**src/hw/rtl/cale_pkg.sv**
```systemverilog
// Package for the credit/acknowledge link endpoint.
// Holds the channel payload types, result codes and reset constants.
// No dependencies; every module of the block imports it.
package cale_pkg;

  localparam logic [7:0]  ACK_MARK = 8'hFF;
  localparam logic [31:0] RESET_INITIAL_INTERVAL = 32'd16;
  localparam logic [31:0] RESET_RX_ACK_INTERVAL = 32'd32;
  localparam logic [31:0] RESET_LENGTH_LIMIT = 32'd1000000;
  localparam logic [2:0]  HEADER_LAST = 3'd4;
  localparam logic [2:0]  ACK_LAST = 3'd4;
  localparam logic [2:0]  ACK_BEATS = 3'd5;
  localparam int          QUEUE_DEPTH = 4;

  typedef enum logic [1:0] {
    KIND_XMIT,
    KIND_PACKET,
    KIND_ACK,
    KIND_FAULT
  } kind_t;

  typedef enum logic [1:0] {
    PART_COMMAND,
    PART_LENGTH,
    PART_PAYLOAD
  } part_t;

  typedef enum logic [2:0] {
    FAULT_NONE,
    FAULT_LENGTH,
    FAULT_MARKER,
    FAULT_REFUSED,
    FAULT_HALTED
  } fault_t;

  typedef enum logic [1:0] {
    CFG_INITIAL_INTERVAL,
    CFG_RX_ACK_INTERVAL,
    CFG_LENGTH_LIMIT
  } cfg_index_t;

  typedef enum logic {
    RX_HEADER,
    RX_PAYLOAD
  } rx_phase_t;

  typedef struct packed {
    logic       opcode;
    logic [7:0] data_byte;
  } in_item_t;

  typedef struct packed {
    kind_t      kind;
    logic [7:0] data;
    part_t      part;
    logic       packet_end;
    fault_t     fault_code;
    logic       last;
  } out_item_t;

  // One queue entry: the final result of an item, optionally preceded by
  // a five-byte acknowledge burst.
  typedef struct packed {
    logic       ack_burst;
    kind_t      kind;
    logic [7:0] data;
    part_t      part;
    logic       packet_end;
    fault_t     fault_code;
  } entry_t;

  typedef struct packed {
    logic full;
    logic empty;
  } queue_status_t;

endpackage

```
**src/hw/rtl/cale_front.sv**
```systemverilog
// Front end of the link endpoint: configuration registers, receive deframer,
// credit tracking and acknowledge parser. Classifies each item that yields a
// result into a queue entry. Depends on cale_pkg.
module cale_front (
  input  logic                    clk,
  input  logic                    rst,
  input  logic                    in_valid,
  output logic                    in_stall,
  input  cale_pkg::in_item_t      in_item,
  input  logic                    cfg_valid,
  output logic                    cfg_ready,
  input  logic [1:0]              cfg_index,
  input  logic [31:0]             cfg_data,
  input  cale_pkg::queue_status_t q_stat,
  output logic                    push,
  output cale_pkg::entry_t        push_entry,
  output logic [31:0]             rx_ack_interval
);
  import cale_pkg::*;

  function automatic logic [31:0] put_byte(logic [31:0] w, logic [7:0] b, logic [1:0] lane);
    put_byte = w | ({24'd0, b} << {lane, 3'b000});
  endfunction

  logic [31:0] length_limit, length_limit_next;
  logic [31:0] rx_ack_interval_next;
  rx_phase_t   rx_phase, rx_phase_next;
  logic [2:0]  header_index, header_index_next;
  logic [31:0] length_word, length_word_next;
  logic [31:0] payload_remaining, payload_remaining_next;
  logic [31:0] rx_ack_countdown, rx_ack_countdown_next;
  logic [31:0] tx_credit, tx_credit_next;
  logic        awaiting_ack, awaiting_ack_next;
  logic [2:0]  ack_index, ack_index_next;
  logic [31:0] ack_value, ack_value_next;
  logic        halted, halted_next;

  logic        accept;
  logic        cfg_write;
  logic        rx_expire;
  logic [31:0] length_acc;
  logic [31:0] ack_acc;
  logic        length_over;

  assign in_stall    = q_stat.full;
  assign cfg_ready   = !in_valid;
  assign accept      = in_valid && !q_stat.full;
  assign cfg_write   = cfg_valid && cfg_ready;
  assign rx_expire   = rx_ack_countdown <= 32'd1;
  assign length_acc  = put_byte(length_word, in_item.data_byte, 2'(header_index - 3'd1));
  assign ack_acc     = put_byte(ack_value, in_item.data_byte, 2'(ack_index - 3'd1));
  assign length_over = length_acc > length_limit;

  always_comb begin
    length_limit_next      = length_limit;
    rx_ack_interval_next   = rx_ack_interval;
    rx_phase_next          = rx_phase;
    header_index_next      = header_index;
    length_word_next       = length_word;
    payload_remaining_next = payload_remaining;
    rx_ack_countdown_next  = rx_ack_countdown;
    tx_credit_next         = tx_credit;
    awaiting_ack_next      = awaiting_ack;
    ack_index_next         = ack_index;
    ack_value_next         = ack_value;
    halted_next            = halted;
    if (cfg_write) begin
      case (cfg_index)
        CFG_INITIAL_INTERVAL: begin
          tx_credit_next        = cfg_data;
          rx_ack_countdown_next = cfg_data;
        end
        CFG_RX_ACK_INTERVAL: rx_ack_interval_next = cfg_data;
        CFG_LENGTH_LIMIT:    length_limit_next = cfg_data;
        default: ;
      endcase
    end else if (accept && !halted) begin
      if (in_item.opcode) begin
        if (!awaiting_ack) begin
          if (tx_credit <= 32'd1) begin
            tx_credit_next    = '0;
            awaiting_ack_next = 1'b1;
            ack_index_next    = '0;
          end else begin
            tx_credit_next = tx_credit - 32'd1;
          end
        end
      end else if (awaiting_ack) begin
        if (ack_index == 3'd0) begin
          if (in_item.data_byte != ACK_MARK) begin
            halted_next = 1'b1;
          end else begin
            ack_value_next = '0;
            ack_index_next = 3'd1;
          end
        end else begin
          ack_value_next = ack_acc;
          if (ack_index >= ACK_LAST) begin
            ack_index_next    = '0;
            tx_credit_next    = ack_acc;
            awaiting_ack_next = ack_acc == 32'd0;
          end else begin
            ack_index_next = ack_index + 3'd1;
          end
        end
      end else begin
        rx_ack_countdown_next = rx_expire ? rx_ack_interval : rx_ack_countdown - 32'd1;
        if (rx_phase == RX_HEADER) begin
          if (header_index == 3'd0) begin
            length_word_next  = '0;
            header_index_next = 3'd1;
          end else begin
            length_word_next = length_acc;
            if (header_index < HEADER_LAST) begin
              header_index_next = header_index + 3'd1;
            end else begin
              header_index_next = '0;
              if (length_over) begin
                halted_next = 1'b1;
              end else if (length_acc != 32'd0) begin
                payload_remaining_next = length_acc;
                rx_phase_next          = RX_PAYLOAD;
              end
            end
          end
        end else if (payload_remaining <= 32'd1) begin
          payload_remaining_next = '0;
          rx_phase_next          = RX_HEADER;
        end else begin
          payload_remaining_next = payload_remaining - 32'd1;
        end
      end
    end
  end

  always_comb begin
    push                  = 1'b0;
    push_entry.ack_burst  = 1'b0;
    push_entry.kind       = KIND_XMIT;
    push_entry.data       = '0;
    push_entry.part       = PART_COMMAND;
    push_entry.packet_end = 1'b0;
    push_entry.fault_code = FAULT_NONE;
    if (accept && !cfg_write) begin
      push = 1'b1;
      if (halted) begin
        push_entry.kind       = KIND_FAULT;
        push_entry.fault_code = FAULT_HALTED;
      end else if (in_item.opcode) begin
        if (awaiting_ack) begin
          push_entry.kind       = KIND_FAULT;
          push_entry.fault_code = FAULT_REFUSED;
        end else begin
          push_entry.data = in_item.data_byte;
        end
      end else if (awaiting_ack) begin
        if (ack_index == 3'd0) begin
          if (in_item.data_byte != ACK_MARK) begin
            push_entry.kind       = KIND_FAULT;
            push_entry.fault_code = FAULT_MARKER;
          end else begin
            push = 1'b0;
          end
        end else if (ack_index >= ACK_LAST) begin
          push_entry.kind = KIND_ACK;
        end else begin
          push = 1'b0;
        end
      end else begin
        push_entry.ack_burst = rx_expire;
        push_entry.kind      = KIND_PACKET;
        push_entry.data      = in_item.data_byte;
        if (rx_phase == RX_HEADER) begin
          if (header_index != 3'd0) begin
            push_entry.part = PART_LENGTH;
            if (header_index >= HEADER_LAST) begin
              if (length_over) begin
                push_entry.kind       = KIND_FAULT;
                push_entry.data       = '0;
                push_entry.part       = PART_COMMAND;
                push_entry.fault_code = FAULT_LENGTH;
              end else begin
                push_entry.packet_end = length_acc == 32'd0;
              end
            end
          end
        end else begin
          push_entry.part       = PART_PAYLOAD;
          push_entry.packet_end = payload_remaining <= 32'd1;
        end
      end
    end
  end

  always_ff @(posedge clk) begin
    if (rst) begin
      length_limit      <= RESET_LENGTH_LIMIT;
      rx_ack_interval   <= RESET_RX_ACK_INTERVAL;
      rx_phase          <= RX_HEADER;
      header_index      <= '0;
      length_word       <= '0;
      payload_remaining <= '0;
      rx_ack_countdown  <= RESET_INITIAL_INTERVAL;
      tx_credit         <= RESET_INITIAL_INTERVAL;
      awaiting_ack      <= 1'b0;
      ack_index         <= '0;
      ack_value         <= '0;
      halted            <= 1'b0;
    end else begin
      length_limit      <= length_limit_next;
      rx_ack_interval   <= rx_ack_interval_next;
      rx_phase          <= rx_phase_next;
      header_index      <= header_index_next;
      length_word       <= length_word_next;
      payload_remaining <= payload_remaining_next;
      rx_ack_countdown  <= rx_ack_countdown_next;
      tx_credit         <= tx_credit_next;
      awaiting_ack      <= awaiting_ack_next;
      ack_index         <= ack_index_next;
      ack_value         <= ack_value_next;
      halted            <= halted_next;
    end
  end

endmodule

```
**src/hw/rtl/cale_queue.sv**
```systemverilog
// Entry queue between the front end and the result sequencer.
// A small register FIFO with a registered fill count; depends on cale_pkg.
module cale_queue #(
  parameter int DEPTH = cale_pkg::QUEUE_DEPTH
) (
  input  logic                    clk,
  input  logic                    rst,
  input  logic                    push,
  input  cale_pkg::entry_t        push_entry,
  input  logic                    pop,
  output cale_pkg::entry_t        head,
  output cale_pkg::queue_status_t q_stat
);
  import cale_pkg::*;

  localparam int PW = (DEPTH > 1) ? $clog2(DEPTH) : 1;
  localparam int CW = $clog2(DEPTH + 1);

  entry_t        slots [DEPTH];
  logic [PW-1:0] wr_ptr;
  logic [PW-1:0] rd_ptr;
  logic [CW-1:0] count;

  assign head         = slots[rd_ptr];
  assign q_stat.full  = count == CW'(DEPTH);
  assign q_stat.empty = count == '0;

  always_ff @(posedge clk) begin
    if (push) begin
      slots[wr_ptr] <= push_entry;
    end
  end

  always_ff @(posedge clk) begin
    if (rst) begin
      wr_ptr <= '0;
      rd_ptr <= '0;
      count  <= '0;
    end else begin
      if (push) begin
        wr_ptr <= (wr_ptr == PW'(DEPTH - 1)) ? '0 : wr_ptr + PW'(1);
      end
      if (pop) begin
        rd_ptr <= (rd_ptr == PW'(DEPTH - 1)) ? '0 : rd_ptr + PW'(1);
      end
      case ({push, pop})
        2'b10:   count <= count + CW'(1);
        2'b01:   count <= count - CW'(1);
        default: count <= count;
      endcase
    end
  end

endmodule

```
**src/hw/rtl/cale_back.sv**
```systemverilog
// Result sequencer of the link endpoint: expands each queue entry into its acknowledge
// burst and final result, one transfer per cycle while out_stall is low. Depends on cale_pkg.
module cale_back (
  input  logic                    clk,
  input  logic                    rst,
  input  cale_pkg::entry_t        head,
  input  cale_pkg::queue_status_t q_stat,
  output logic                    pop,
  input  logic [31:0]             rx_ack_interval,
  output logic                    out_valid,
  input  logic                    out_stall,
  output cale_pkg::out_item_t     out_item
);
  import cale_pkg::*;

  entry_t     cur;
  logic       cur_valid;
  logic [2:0] beat;
  logic       in_burst;
  logic       xfer;
  logic       final_xfer;

  assign in_burst   = cur.ack_burst && (beat < ACK_BEATS);
  assign xfer       = cur_valid && !out_stall;
  assign final_xfer = xfer && !in_burst;
  assign pop        = (!cur_valid || final_xfer) && !q_stat.empty;
  assign out_valid  = cur_valid;

  always_comb begin
    out_item.kind       = cur.kind;
    out_item.data       = cur.data;
    out_item.part       = cur.part;
    out_item.packet_end = cur.packet_end;
    out_item.fault_code = cur.fault_code;
    out_item.last       = 1'b1;
    if (in_burst) begin
      out_item.kind       = KIND_XMIT;
      out_item.part       = PART_COMMAND;
      out_item.packet_end = 1'b0;
      out_item.fault_code = FAULT_NONE;
      out_item.last       = 1'b0;
      case (beat)
        3'd1:    out_item.data = rx_ack_interval[7:0];
        3'd2:    out_item.data = rx_ack_interval[15:8];
        3'd3:    out_item.data = rx_ack_interval[23:16];
        3'd4:    out_item.data = rx_ack_interval[31:24];
        default: out_item.data = ACK_MARK;
      endcase
    end
  end

  always_ff @(posedge clk) begin
    if (pop) begin
      cur <= head;
    end
  end

  always_ff @(posedge clk) begin
    if (rst) begin
      cur_valid <= 1'b0;
      beat      <= '0;
    end else if (pop) begin
      cur_valid <= 1'b1;
      beat      <= '0;
    end else if (final_xfer) begin
      cur_valid <= 1'b0;
    end else if (xfer) begin
      beat <= beat + 3'd1;
    end
  end

endmodule

```
**src/hw/rtl/credit_ack_link_endpoint_unit.sv**
```systemverilog
// Top level of the credit/acknowledge link endpoint.
// Instantiates cale_front, cale_queue and cale_back; depends on cale_pkg.
//
// Usage: each input transfer carries one link byte, with opcode 0 for a byte
// received from the link and 1 for a byte to send. Each input transfer causes
// zero to six result transfers on the output channel, the final one flagged by
// last. A received byte that expires the receive countdown first yields the
// five acknowledge bytes (0xFF, then the interval little-endian) as link
// transmit results. Bytes of an incoming acknowledge yield no result until
// its last byte.
// Each item's first result passes through the queue and the sequencer's current
// entry register before it is presented on the output channel. Throughput:
// one input transfer per cycle while the receiver takes one result per cycle;
// an item with an acknowledge burst holds the output for the burst and its result.
// A queue of QUEUE_DEPTH entries decouples the two channels, and in_stall is
// raised only when that queue is full.
// Reset clears the queue and the link state and loads the register defaults.
// While out_stall is high the current result holds and the queue fills.
// Configuration writes are ready while in_valid is low and must be issued only
// while idle.
module credit_ack_link_endpoint_unit #(
  parameter int QUEUE_DEPTH = cale_pkg::QUEUE_DEPTH
) (
  input  logic                clk,
  input  logic                rst,
  input  logic                in_valid,
  output logic                in_stall,
  input  cale_pkg::in_item_t  in_item,
  output logic                out_valid,
  input  logic                out_stall,
  output cale_pkg::out_item_t out_item,
  input  logic                cfg_valid,
  output logic                cfg_ready,
  input  logic [1:0]          cfg_index,
  input  logic [31:0]         cfg_data
);
  import cale_pkg::*;

  queue_status_t q_stat;
  logic          q_push;
  logic          q_pop;
  entry_t        push_entry;
  entry_t        head;
  logic [31:0]   rx_ack_interval;

  cale_front u_front (
    .clk             (clk),
    .rst             (rst),
    .in_valid        (in_valid),
    .in_stall        (in_stall),
    .in_item         (in_item),
    .cfg_valid       (cfg_valid),
    .cfg_ready       (cfg_ready),
    .cfg_index       (cfg_index),
    .cfg_data        (cfg_data),
    .q_stat          (q_stat),
    .push            (q_push),
    .push_entry      (push_entry),
    .rx_ack_interval (rx_ack_interval)
  );

  cale_queue #(
    .DEPTH (QUEUE_DEPTH)
  ) u_queue (
    .clk        (clk),
    .rst        (rst),
    .push       (q_push),
    .push_entry (push_entry),
    .pop        (q_pop),
    .head       (head),
    .q_stat     (q_stat)
  );

  cale_back u_back (
    .clk             (clk),
    .rst             (rst),
    .head            (head),
    .q_stat          (q_stat),
    .pop             (q_pop),
    .rx_ack_interval (rx_ack_interval),
    .out_valid       (out_valid),
    .out_stall       (out_stall),
    .out_item        (out_item)
  );

`ifndef SYNTHESIS
  // After reset the queue is empty and nothing is pending on the output.
  a_reset_clear: assert property (@(posedge clk) rst |=> !out_valid && !in_stall)
    else $error("output or stall active right after reset");

  a_queue_status: assert property (@(posedge clk) disable iff (rst)
    !(q_stat.full && q_stat.empty))
    else $error("queue reported full and empty at once");

  // Finishing the last result with nothing queued leaves the output idle.
  a_drain_idle: assert property (@(posedge clk) disable iff (rst)
    (out_valid && !out_stall && out_item.last && q_stat.empty && !q_push) |=> !out_valid)
    else $error("output valid without a queued entry");
`endif

endmodule

```
**config.mk**
```make
export PLATFORM = sky130hd
export DESIGN_NAME = credit_ack_link_endpoint_unit
export DESIGN_NICKNAME = d
export VERILOG_FILES = /design/src/hw/rtl/cale_pkg.sv /design/src/hw/rtl/cale_front.sv /design/src/hw/rtl/cale_queue.sv /design/src/hw/rtl/cale_back.sv /design/src/hw/rtl/credit_ack_link_endpoint_unit.sv
export SDC_FILE = /design/constraint.sdc
export NUM_CORES = 1
export LEC_CHECK = 0
export ABC_CLOCK_PERIOD_IN_PS = 10120
export BUFFER_PORTS_ARGS = -buffer_cell sky130_fd_sc_hd__buf_2
export CAP_MARGIN = 20
export CORE_MARGIN = 2
export CORE_UTILIZATION = 40
export CTS_CLUSTER_SIZE = 28
export DETAILED_ROUTE_END_ITERATION = 10
export GPL_TIMING_DRIVEN = 0
export PLACE_DENSITY = 0.62
export SLEW_MARGIN = 40
export SYNTH_ARGS = -nofsm -noshare
export SYNTH_HDL_FRONTEND = slang
export SYNTH_HIERARCHICAL = 1
export SYNTH_SLANG_ARGS = --single-unit
```
**constraint.sdc**
```tcl
create_clock -name clk -period 10.12 [get_ports clk]
set_input_delay 1.518 -clock clk [delete_from_list [all_inputs] [get_ports clk]]
set_output_delay 1.518 -clock clk [all_outputs]
set_load 0.01 [all_outputs]
```
# Yosys cells after proc, flatten, opt, wreduce, memory -nomap -nowiden
# Memory sizes are Yosys's and may differ from the RTL's. A register that Yosys moved wholly into a read port is not among the register bits.
# Cells that the tools add are included.
# op_classes
addsub	12
magnitude_cmp	8
n_eq_ne	28
shift	2
muxes	101
n_bitwise	7
reduce_logical	47
# op_table
operator	count
32-bit two-way mux	23
16-bit two-way mux	7
32-bit by 1-bit <= comparator with 1-bit output, second input constant	3
32-bit by 1-bit subtractor with 32-bit output, second input constant	3
32-bit logical NOT	2
32-bit bitwise OR	2
8-bit by 5-bit left shift with 32-bit output	2
3-bit two-way mux	16
1-bit two-way mux	35
17-bit two-way mux	2
32-bit greater-than comparator	1
8-bit case mux with 4 select lines	1
32-bit nonzero test	1
11-bit two-way mux	2
10-bit two-way mux	2
2-bit two-way mux	10
2-bit != test, second input constant	7
2-bit nonzero test	7
3-bit by 1-bit adder with 3-bit output, second input constant	4
12-bit two-way mux	1
2-bit by 1-bit != test with 1-bit output, second input constant	6
6-bit AND reduction	2
5-bit AND reduction	2
3-bit logical NOT	3
other kinds (26)	61
# word_totals
reg_bits	244
mem_bits_rw	68
in_bits	48
output_inout_bits	20
elab_cells	223
memories	1
# mem_list
name	words	width	rd	rd_clocked_by_memory_dff	write_ports	line_no	rtl
u_queue.slots	4	17	1	1	1	cale_queue.sv:19	entry_t slots [DEPTH];

# Logic depth before layout (Yosys ltp)
# depth
word_depth	17
mapped_depth	16
depth_no_buf	13

# Cells and area by module
# The synthesis kept the hierarchy.
# by_module_without_submodules
module	n_inst	cells_per_inst	area_each_um2	seq_area_each_um2
cale_front	1	1846	13334.0	4664.5
cale_queue	1	137	2940.3	2222.1
cale_back	1	100	1149.9	590.6

# Worst setup path before layout
# OpenSTA, ideal clock, no wires.
# synth_timing
path_kind	input to register
from	input port in_item[7] (netlist name)
to	memory u_queue/slots[0][3] (netlist name) (data pin)
setup_ps	179
t_arrival_ps	4373
t_required_ps	9941
setup_slack_ps	5567
path_stages	12
n_path_buf	2
path_cell_list	clkbuf_1 clkbuf_1 a21oi_1 inv_1 ha_1 a21oi_1 o21ai_0 a221o_1 o311a_1 or2_2 or4b_1 a21oi_1
# synth_lines
item	line_no	rtl
start: declaration	credit_ack_link_endpoint_unit.sv:28	input cale_pkg::in_item_t in_item,
end: declaration	cale_queue.sv:19	

# Final worst setup path
# layout_timing
from	input port in_item[4] (netlist name)
to	register u_front.payload_remaining[29]
# layout_via
elab_chain_cells	5
word_cells_on_any_way	7
cone_classes	order compare: 1; eq/ne: 1; shift: 1; bitwise: 1; reduce/logical: 3
# layout_lines
item	line_no	rtl
8-bit by 5-bit left shift with 32-bit output *	cale_front.sv:22	put_byte = w | ({24'd0, b} << {lane, 3'b000});
32-bit bitwise OR *	cale_front.sv:22	
32-bit greater-than comparator / 32-bit nonzero test (equally long branches)	cale_front.sv:52, cale_front.sv:120	
2-bit by 1-bit != test with 1-bit output (no line) / 2-bit nonzero test (equally long branches)	--	
8-bit AND reduction (no line) *	--	
end signal: assignment	cale_front.sv:215	payload_remaining <= payload_remaining_next;
end: declaration	cale_front.sv:30	logic [31:0] payload_remaining, payload_remaining_next;
# Mark *: on every way between the ends. The rest lies on a longest branch, timed or not.
# A chain may end at the register's enable or synchronous reset.

==> impl_metrics.py <==
metrics = {
    "run_status": {
        "run_status": "completed",
    },
    "placed_design": {
        "detailed_place.area_um2": 18490,
        "place_congestion": 1.070,
        "dpl.hpwl_um": 47810,
        "placed_cells": 2728,
        "numPortBuffers": 60,
        "place_worst_setup_slack_ns": 3.966,
    },
    "critical_path": {
        "critical-path-max-stage-delay_ns": 0.81,
        "worst_setup_path_end_kind": "flip-flop",
        "critical_path_peak_fanout": 10,
        "critPathLaunchType": "primary input",
        "timing.setup.critical_path_class": "primary input to flip-flop",
        "required_time_of_the_worst_setup_path_ns": 10.57,
        "critical_path.cell_chain": "buf_2 -> clkbuf_1 -> clkbuf_1 -> a21oi_1 -> inv_1 -> ha_1 -> nand4_1 -> nor4_1 -> nand2_1 -> a22o_1 -> o41ai_4 -> nand2_2 -> buf_2 -> o31ai_1",
        "crit_arrival_ns": 6.19,
        "slowest_cell_on_crit_path": "o41ai_4",
    },
    "power_and_ir_drop": {
        "worst_ir_drop_vdd_mv": 0.1442,
        "p_per_cell_area_nw_per_um2": 198.1,
        "power.leakage_nw": 7.248,
        "p_total_mw": 3.927,
    },
    "route": {
        "ant_nets": 0,
        "drt_via_density": 6.006,
        "wl_um": 64400,
        "route.vias.total": 16810,
        "routedWlPerCell_um": 23.02,
        "number_of_iterations_in_the_first_detailed_routing_pass": 10,
        "drt_first_iter_violations": 2250,
        "post-route-drc-count": 0,
    },
    "global_routing": {
        "grt.total_usage_pct": 28.28,
        "grt.met1_usage_pct": 38.18,
        "gr-usage-met3_pct": 5.280,
        "met2_usage_pct": 43.00,
        "grt_antenna_before_repair": 0,
        "via_count_of_the_first_global_routing_pass": 15550,
        "grt_pass1_wl_um": 96020,
        "grt_max_degree": 22,
        "overflow": 0,
        "gr-max-usage-layer": "met2",
    },
    "final_layout": {
        "filler_cell_count": 4270,
        "final_common_cell": "a21oi_1",
        "post_route_cells_drive_above_1_share_pct": 9.309,
        "final_cell_count_without_fillers": 2798,
        "finish.instance_area_um2": 19830,
        "mostFrequentLayoutCells": "a21oi_1 (301), dfxtp_1 (246), nand2_1 (230)",
        "syn2layout_area_growth_pct": 13.78,
        "n_antenna_cell": 0,
        "num-nets-final": 2286,
    },
    "logic_synthesis": {
        "synth_edf_count": 85,
        "post_synth.cell_area_avg_um2": 8.365,
        "syn_inst": 2083,
        "yosys_warnings": 6,
        "synth_cell_types": 89,
        "ys_async_sr_fraction_pct": 0,
        "post_synth_instance_area_um2": 17420,
        "syn-num-nets": 2185,
        "yosys_register_bits": 331,
        "synth_seq_area_share_pct": 42.91,
        "ys_dominant_reg_cell": "dfxtp_1",
    },
    "sta": {
        "max_slew_margin_pct": 43.19,
        "max_clock_freq_ghz": 0.1744,
        "setup_viol": 0,
        "final_min_period_over_clock_period_pct": 56.66,
        "final_max_slew_viol_count": 0,
        "tightestPinTransition_ns": 0.8521,
        "finalCriticalPeriod_ns": 5.733,
        "layout_setup_ws_ns": 4.387,
        "tns_ns": 0,
        "rsz0062_at_grt": "no",
        "finalHoldViolCount": 0,
        "timing.clock.skew_ns": 0.02734,
    },
    "clock_tree": {
        "worstSkewPairLatency_ns": 0.57,
        "post_cts_resize_count": 0,
        "cts_hold_repair.buffers": 0,
        "post_cts_setup_buffers": 0,
        "clk_transition_reported_paths_ns": 0.06,
        "htree_levels": 2,
        "cts_tree": "built",
        "clock_buffers_created_by_tritoncts": 38,
        "clock_path_buffers": 3,
        "cts_root_buf": "clkbuf_16",
        "clock_sink_count": 331,
    },
    "die": {
        "rows": 76,
        "fp.dieH_um": 212.7,
        "io_pins": 68,
        "dieWidth_um": 212.7,
        "initial_cell_density_of_the_core_pct": 40.45,
        "die_area_um2": 45250,
        "core_region_area_um2": 43080,
    },
    "job": {
        "maxCapViolations": 0,
    },
    "hold_path": {
        "min_path_type": "flip-flop to flip-flop",
    },
}
routing by layer:
metal / wire length [µm] / part of all wire (%)
met5: 0 / 0
met4: 3511 / 5.5
met3: 5868 / 9.1
met2: 28050 / 44
met1: 26970 / 42
final cells by class:
| cell class | count | area, µm² | share of cell area (%) |
|---|---|---|---|
| Timing Repair Buffer | 61 | 311.5 | 1.571 |
| Sequential cell | 331 | 7477 | 37.72 |
| Multi-Input combinational cell | 1501 | 8972 | 45.26 |
| Clock inverter | 18 | 257.7 | 1.300 |
| Inverter | 95 | 356.6 | 1.799 |
| Tap cell | 585 | 732.0 | 3.692 |
| Buffer | 156 | 656.9 | 3.313 |
| Clock buffer | 51 | 1061 | 5.352 |
cells in the mapped netlist (all sizes together) (5+ instances only):
cell / count / area [µm²]
a211oi: 26 / 195.2
a21oi: 302 / 1515
a222oi: 8 / 80.08
a22o: 9 / 88.84
a311oi: 5 / 43.79
a31oi: 12 / 75.07
and2: 23 / 143.9
and3: 5 / 31.28
buf: 26 / 167.7
clkbuf: 130 / 488.0
dfxtp: 246 / 4925
edfxtp: 85 / 2552
ha: 53 / 663.1
inv: 94 / 352.8
mux4: 17 / 409.2
nand2: 233 / 882.1
nand2b: 14 / 87.58
nand3: 19 / 95.09
nand3b: 5 / 37.54
nand4: 26 / 162.7
nor2: 193 / 727.0
nor2b: 11 / 68.82
nor3: 112 / 565.5
nor3b: 12 / 90.09
nor4: 51 / 376.6
o211ai: 32 / 240.2
o21a: 6 / 45.04
o21ai: 129 / 645.6
o221a: 6 / 67.56
o221ai: 6 / 52.55
o22ai: 27 / 168.9
o31ai: 18 / 140.1
or2: 5 / 31.28
or3: 20 / 125.1
or4: 18 / 143.9
xnor2: 14 / 122.6
xor2: 22 / 192.7
registers in the layout (all words and copies together), names as in the netlist, named ones only:
name and flops:
u_back/out_valid 1, u_front/ack_index 3, u_front/rx_phase 1, u_front/header_index 3, u_front/length_word 32, u_back/cur 17
u_front/length_limit 32, u_front/ack_value 32, u_queue/wr_ptr 2, u_front/tx_credit 32, u_front/rx_ack_interval 32, u_front/halted 1
u_front/rx_ack_countdown 32, u_back/beat 3, u_front/awaiting_ack 1, u_queue/slots 68, u_front/payload_remaining 32, u_queue/rd_ptr 2
u_queue/count 3
path summary, 6_finish.rpt:
| check | startpoint | endpoint | slack (ns) | cells after the start |
|---|---|---|---|---|
| setup / recovery | in_item[4] | u_front/payload_remaining[29] | 4.39 | 14 |
| hold / removal | u_front/tx_credit[23] | u_front/tx_credit[23] | 0.46 | 2 |
| setup reg to reg | u_front/header_index[0] | u_front/payload_remaining[29] | 4.58 | 16 |
| hold reg to reg | u_front/tx_credit[23] | u_front/tx_credit[23] | 0.46 | 2 |
critical path, delay by kind of cell:
kind,cells,cell delay (ns)
AOI/OAI and AO/OA,4,1.78
adders and majority gates,1,0.12
buffers and inverters,5,1.73
and+or+nand+nor,4,1.01
cells by family after synthesis:
family          count (synthesis)  synth area share (%)
simple gates                  761                 21.23
compound gates                628                 21.68
buf+inv                       251                 5.809
flops                         331                 42.91
xor+xnor                       36                 1.810
mux                            22                 2.643
fa+ha+maj                      54                 3.921
power by group:
group / switching (mW) / internal, mW
sequential: 0.0672 / 1.50
combinational: 0.585 / 0.302
clock: 0.584 / 0.893
through the flow:
stage	utilization, %	hold slack, ns
4_1_cts	45.99	0.4561
5_1_grt	46.02	0.4762
6_report	46.02	0.4562
3_3_place_gp	42.85	0.4354
3_5_place_dp	42.92	0.4492
2_1_floorplan	-	0.4264
(Power assumes the default switching activity.)
